$ cat src/hw/rtl/lmd_pkg.sv
// Shared types and constants for the LED matrix driver bus target.
package lmd_pkg;

	localparam int DefRamDepth = 16;
	localparam int PtrWidth    = 8;

	typedef enum logic [1:0] {
		EV_BYTE   = 2'd0,
		EV_READ   = 2'd1,
		EV_FINISH = 2'd2,
		EV_NONE   = 2'd3
	} event_t;

	localparam logic [7:0] CMD_SYS    = 8'h20;
	localparam logic [7:0] CMD_DISP   = 8'h80;
	localparam logic [7:0] CMD_ROWINT = 8'hA0;
	localparam logic [7:0] CMD_DIM    = 8'hE0;

	localparam logic [7:0] MASK_SYS    = 8'hFE;
	localparam logic [7:0] MASK_DISP   = 8'hF8;
	localparam logic [7:0] MASK_ROWINT = 8'hFC;
	localparam logic [7:0] MASK_DIM    = 8'hF0;

endpackage

$ cat src/hw/rtl/led_matrix_driver_i2c_target.sv
// Top level: bus event decoder, display RAM and setup registers of the LED matrix driver.
//
//  channel | signals                               | direction
//  --------+---------------------------------------+----------
//  in      | in_valid, in_stall, cmd, rx_byte      | input
//  out     | out_valid, out_stall, read_valid,     | output
//          | read_data, oscillator_on, display_on, |
//          | blink_mode, row_int_mode, dim_level   |
//
// One event per cycle while no held result stalls. An event is registered on accept and
// decoded in the following cycle; its result is registered once no held result blocks it.
// Reset clears the display RAM, pointer, mode and setup registers at once; no clearing pass.
// A held result stalls the input only when the input register is also full.
module led_matrix_driver_i2c_target
	import lmd_pkg::*;
#(
	parameter int RAM_DEPTH = DefRamDepth
) (
	input  logic       clk,
	input  logic       arst_n,
	input  logic       in_valid,
	output logic       in_stall,
	input  logic [1:0] cmd,
	input  logic [7:0] rx_byte,
	output logic       out_valid,
	input  logic       out_stall,
	output logic       read_valid,
	output logic [7:0] read_data,
	output logic       oscillator_on,
	output logic       display_on,
	output logic [1:0] blink_mode,
	output logic [1:0] row_int_mode,
	output logic [3:0] dim_level
);

	localparam int AddrWidth = (RAM_DEPTH > 1) ? $clog2(RAM_DEPTH) : 1;
	localparam logic [PtrWidth:0] DepthExt = (PtrWidth + 1)'(RAM_DEPTH);

	// input register
	logic                valid_s1;
	event_t              cmd_s1;
	logic [7:0]          byte_s1;

	// block state
	logic [7:0]          ram_q [RAM_DEPTH];
	logic [PtrWidth-1:0] ptr_q;
	logic                wmode_q;
	logic                osc_q;
	logic [2:0]          disp_q;
	logic [1:0]          rowint_q;
	logic [3:0]          dim_q;

	logic                advance;
	logic                in_disp;
	logic [AddrWidth-1:0] ram_idx;
	logic [PtrWidth:0]   ptr_inc;
	logic [PtrWidth-1:0] ptr_adv;
	logic                byte_is_addr;

	logic [PtrWidth-1:0] ptr_d;
	logic                wmode_d;
	logic                osc_d;
	logic [2:0]          disp_d;
	logic [1:0]          rowint_d;
	logic [3:0]          dim_d;
	logic                ram_we;
	logic                rvalid_d;
	logic [7:0]          rdata_d;

	assign advance  = valid_s1 && !(out_valid && out_stall);
	assign in_stall = valid_s1 && !advance;

	assign in_disp      = {1'b0, ptr_q} < DepthExt;
	assign ram_idx      = ptr_q[AddrWidth-1:0];
	assign ptr_inc      = {1'b0, ptr_q} + 1'b1;
	// display addresses wrap at the RAM end, others roll over modulo 256
	assign ptr_adv      = (in_disp && ptr_inc >= DepthExt) ? '0 : ptr_inc[PtrWidth-1:0];
	assign byte_is_addr = {1'b0, byte_s1} < DepthExt;

	always_comb begin
		ptr_d    = ptr_q;
		wmode_d  = wmode_q;
		osc_d    = osc_q;
		disp_d   = disp_q;
		rowint_d = rowint_q;
		dim_d    = dim_q;
		ram_we   = 1'b0;
		rvalid_d = 1'b0;
		rdata_d  = '0;
		case (cmd_s1)
			EV_BYTE: begin
				if (wmode_q) begin
					ram_we = in_disp;
					ptr_d  = ptr_adv;
				end else if (byte_is_addr) begin
					ptr_d   = byte_s1;
					wmode_d = 1'b1;
				end else if ((byte_s1 & MASK_SYS) == CMD_SYS) begin
					ptr_d = CMD_SYS;
					osc_d = byte_s1[0];
				end else if ((byte_s1 & MASK_DISP) == CMD_DISP) begin
					ptr_d  = CMD_DISP;
					disp_d = byte_s1[2:0];
				end else if ((byte_s1 & MASK_ROWINT) == CMD_ROWINT) begin
					ptr_d    = CMD_ROWINT;
					rowint_d = byte_s1[1:0];
				end else if ((byte_s1 & MASK_DIM) == CMD_DIM) begin
					ptr_d = CMD_DIM;
					dim_d = byte_s1[3:0];
				end else begin
					ptr_d = byte_s1;
				end
			end
			EV_READ: begin
				rvalid_d = 1'b1;
				rdata_d  = in_disp ? ram_q[ram_idx] : '0;
				ptr_d    = ptr_adv;
			end
			EV_FINISH: begin
				wmode_d = 1'b0;
			end
			default: begin
			end
		endcase
	end

	always_ff @(posedge clk or negedge arst_n) begin
		if (!arst_n) begin
			valid_s1 <= 1'b0;
		end else if (!in_stall) begin
			valid_s1 <= in_valid;
		end
	end

	always_ff @(posedge clk) begin
		if (in_valid && !in_stall) begin
			cmd_s1  <= event_t'(cmd);
			byte_s1 <= rx_byte;
		end
	end

	always_ff @(posedge clk or negedge arst_n) begin
		if (!arst_n) begin
			for (int i = 0; i < RAM_DEPTH; i++) begin
				ram_q[i] <= '0;
			end
		end else if (advance && ram_we) begin
			ram_q[ram_idx] <= byte_s1;
		end
	end

	always_ff @(posedge clk or negedge arst_n) begin
		if (!arst_n) begin
			ptr_q         <= '0;
			wmode_q       <= 1'b0;
			osc_q         <= 1'b0;
			disp_q        <= '0;
			rowint_q      <= '0;
			dim_q         <= '0;
			out_valid     <= 1'b0;
			read_valid    <= 1'b0;
			read_data     <= '0;
			oscillator_on <= 1'b0;
			display_on    <= 1'b0;
			blink_mode    <= '0;
			row_int_mode  <= '0;
			dim_level     <= '0;
		end else begin
			if (advance) begin
				ptr_q         <= ptr_d;
				wmode_q       <= wmode_d;
				osc_q         <= osc_d;
				disp_q        <= disp_d;
				rowint_q      <= rowint_d;
				dim_q         <= dim_d;
				out_valid     <= 1'b1;
				read_valid    <= rvalid_d;
				read_data     <= rdata_d;
				oscillator_on <= osc_d;
				display_on    <= disp_d[0];
				blink_mode    <= disp_d[2:1];
				row_int_mode  <= rowint_d;
				dim_level     <= dim_d;
			end else if (!out_stall) begin
				out_valid <= 1'b0;
			end
		end
	end

endmodule

$ cat config.mk
export PLATFORM = sky130hd
export DESIGN_NAME = led_matrix_driver_i2c_target
export DESIGN_NICKNAME = d
export VERILOG_FILES = /design/src/hw/rtl/lmd_pkg.sv /design/src/hw/rtl/led_matrix_driver_i2c_target.sv
export SDC_FILE = /design/constraint.sdc
export NUM_CORES = 1
export LEC_CHECK = 0
export BUFFER_PORTS_ARGS = -buffer_cell sky130_fd_sc_hd__buf_4
export CAP_MARGIN = 25
export CORE_ASPECT_RATIO = 1.5
export CORE_MARGIN = 5
export CORE_UTILIZATION = 61
export CTS_CLUSTER_DIAMETER = 60
export DETAILED_ROUTE_END_ITERATION = 6
export PLACE_DENSITY = 0.79
export SETUP_SLACK_MARGIN = 0.05
export SLEW_MARGIN = 15
export SYNTH_ARGS = -nofsm -noshare
export SYNTH_HDL_FRONTEND = slang
export SYNTH_SLANG_ARGS = --single-unit
$ cat constraint.sdc
create_clock -name clk -period 2.8 [get_ports clk]
set_input_delay 0.28 -clock clk [delete_from_list [all_inputs] [get_ports clk]]
set_output_delay 0.28 -clock clk [all_outputs]
set_load 0.01 [all_outputs]
==> run_results.csv <==
group,metric,value,unit
clocking,path_clk_slew,0.07,ns
layout,n_fill_cell,823,
logic_synthesis,netlist.area_leader.share,51.06,%
drt,top_layer_used,"met4",
logic_synthesis,syn_inst,531,
die,die_w,102.0,µm
drt,met2_length,9011,µm
logic_synthesis,syn-mean-instance-area,14.58,µm²
drt,wirelength,16780,µm
place,place.gp.congestion,0.9077,
drt,dr.pass1.iters,4,
worst_setup_path,critical-path-top-delay-family,"simple AND/OR/NAND/NOR gates",
die,start_util,62.20,%
die,core-area,12450,µm²
worst_setup_path,required,3.11,ns
global_route,track_usage,24.41,%
worst_setup_path,setup.worst_path.end_class,"register",
layout,synthToLayoutAreaGrowth,14.54,%
logic_synthesis,ys_seq_area_share,54.94,%
timing,whs,0.03098,ns
layout,layout.cells.non_filler,737,
timing,fin_ws,0.3629,ns
global_route,grt_max_degree,79,
worst_setup_path,path_buf_inv,1,
timing,setup_viol_count_final,0,
timing,fin_skew,0.01342,ns
layout,finalInstanceArea,8870,µm²
timing,fin_crit_sh,87.04,%
drt,wl_per_cell,22.77,µm
logic_synthesis,synth_edf_count,10,
die,die_h,148.0,µm
clocking,cts_tree,"done",
logic_synthesis,synth.distinct_cells,50,
clocking,clk_path_buf_depth,2,
place,port_buffers,34,
timing,hold_viol,0,
clocking,post_cts_resized,0,
timing,maxSlewHeadroom,42.41,%
worst_setup_path,critical_path.cell_chain,"nor4_1 > buf_4 > nand2_1 > nor3_1 > nand3_2 > mux2_2",
logic_synthesis,yosysTopAreaCell,"dfrtp_1",
status,outcome,"finished clean",
layout,final_util,71.25,%
timing,finalSetupTns,0,ns
die,die_area,15090,µm²
worst_setup_path,startpoint_type,"register",
worst_setup_path,crit_slowest_cell,"dfrtp_1",
timing,report.final.slew_viol_count,0,
clocking,cts_max_level,4,
layout,n_antenna_cell,0,
timing,worst_pin_slew,0.8638,ns
die,row_count,50,
clocking,cts_buffers,17,
place,place_hpwl,11420,µm
power_and_ir_drop,ir_drop,0.0004363,V
drt,routed-via-count,4723,
worst_setup_path,path_max_fanout,9,
global_route,first_global_vias,5112,
power_and_ir_drop,leakage,4.277,nW
global_route,antenna_found_initial,0,
layout,seq_area,4255,µm²
drt,wirelength_met1,6596,µm
logic_synthesis,synth_flop_cell,"dfrtp_1",
worst_setup_path,critPathArrivalTime,2.74,ns
timing,rsz0062_at_grt,"no",
clocking,cts.sinks,168,
drt,dr_wl_met3,793,µm
timing,period_needed,2.437,ns
logic_synthesis,netlist_top_cells_count,"dfrtp_1 (158), mux2_2 (136), mux4_2 (32)",
layout,finalNetCount,587,
logic_synthesis,synth_seq_cells,168,
layout,multiInputGateArea,3324,µm²
drt,viasPerCell,6.408,
global_route,overflow,0,
power_and_ir_drop,power_density,675.1,nW/µm²
place,post_dp_cell_area,8208,µm²
power_and_ir_drop,power,5.988,mW
min_path,hold_path_class,"in -> reg",
worst_setup_path,crit_type,"reg -> reg",
clocking,clk-insertion-delay-late,0.43,ns
drt,ant_nets,0,
die,ios,35,
global_route,grt_first_pass_wirelength,27870,µm
worst_setup_path,max_stage_delay,0.46,ns
logic_synthesis,ys_async_sr_fraction,94.05,%
logic_synthesis,synth.top_cells.by_area,"dfrtp_1 (51%), mux2_2 (20%), mux4_2 (9.3%)",
logic_synthesis,synth_nets,550,
timing,max_freq,0.4103,GHz
flow_run,max_cap_viol_count,0,
layout,drive_gt1_share,47.16,%
logic_synthesis,syn_area,7744,µm²
place,dp.cells,704,
clocking,cts_root_buffer,"clkbuf_16",
drt,first_iter_violations,260,
place,place_ws,0.4300,ns
drt,drc,0,
logic_synthesis,ys_warn_count,0,
logic_synthesis,synth_most_common_cell,"dfrtp_1",
==> path summary, 6_finish.rpt <==
path | start | endpoint | slack [ns] | cells past startpoint
setup / recovery | ptr_q[5] | ram_q[74] | 0.36 | 6
hold / removal | rx_byte[3] | byte_s1[3] | 0.03 | 1
setup reg to reg | ptr_q[5] | ram_q[74] | 0.36 | 6
hold reg to reg | blink_mode[1] | blink_mode[1] | 0.48 | 2
max in group asynchronous | arst_n | ram_q[28] | 1.63 | 3
min in group asynchronous | arst_n | ram_q[100] | 0.36 | 2
==> layout by cell type (no fill, tap or decap), drive strengths merged, types with 2 or more instances in the layout <==
cell type,instances
nor4b,3
a21oi,7
and2,3
clkbuf,18
mux2,137
nor2,7
nand2b,4
mux2i,17
o221ai,8
buf,53
clkinv,3
mux4,32
nand4,3
a31oi,4
or4,2
o22ai,3
ha,5
and3,3
nor4,7
nand3,9
nor3,5
nand4b,2
or3,2
o21ai,12
bufinv,3
inv,13
dfrtp,158
edfxtp,10
nand2,33
==> routing by layer <==
metal	up-vias	track usage (%)
met3	37	5.052
met2	137	41.34
met4	0	8.864
met5	-	0
li1	2074	-
met1	2475	30.80
==> report_power, final <==
group,leakage (nW),internal [mW],switching [mW]
Sequential,2.28,2.53,0.130
Combinational,1.68,0.328,0.470
Clock,0.320,1.50,1.03
Total,4.28,4.36,1.63
==> sequential cells by signal, indices dropped and copies added, names as in the netlist <==
signal      cells
cmd_s1          2
blink_mode      2
read_data       8
dim_q           4
disp_q          1
osc_q           1
ram_q         128
byte_s1         8
wmode_q         1
rowint_q        2
ptr_q           8
out_valid       1
valid_s1        1
read_valid      1
==> cells by family after synthesis <==
group | synth area share [%]
xor gates and xnor gates | 0.1131
and+or+nand+nor | 6.916
buffers and inverters | 2.133
DFF | 54.94
muxes | 31.43
adders and majority gates | 0.8079
AOI/OAI and AO/OA | 3.668
==> cell type report <==
cell class | count | area share, %
clock buffers | 18 | 5.078
repair buffers | 54 | 4.782
clock inverters | 14 | 2.271
multi-input cells | 322 | 37.48
flip-flops and latches | 168 | 47.98
well taps | 156 | 2.201
inverters | 5 | 0.2116
==> timing repair <==
action                    in CTS  in global routing
setup buffers                  0                  0
hold endpoints to repair      48                  0
hold buffers                   1                  0
No activity file was read; power rests on OpenSTA's default activity.
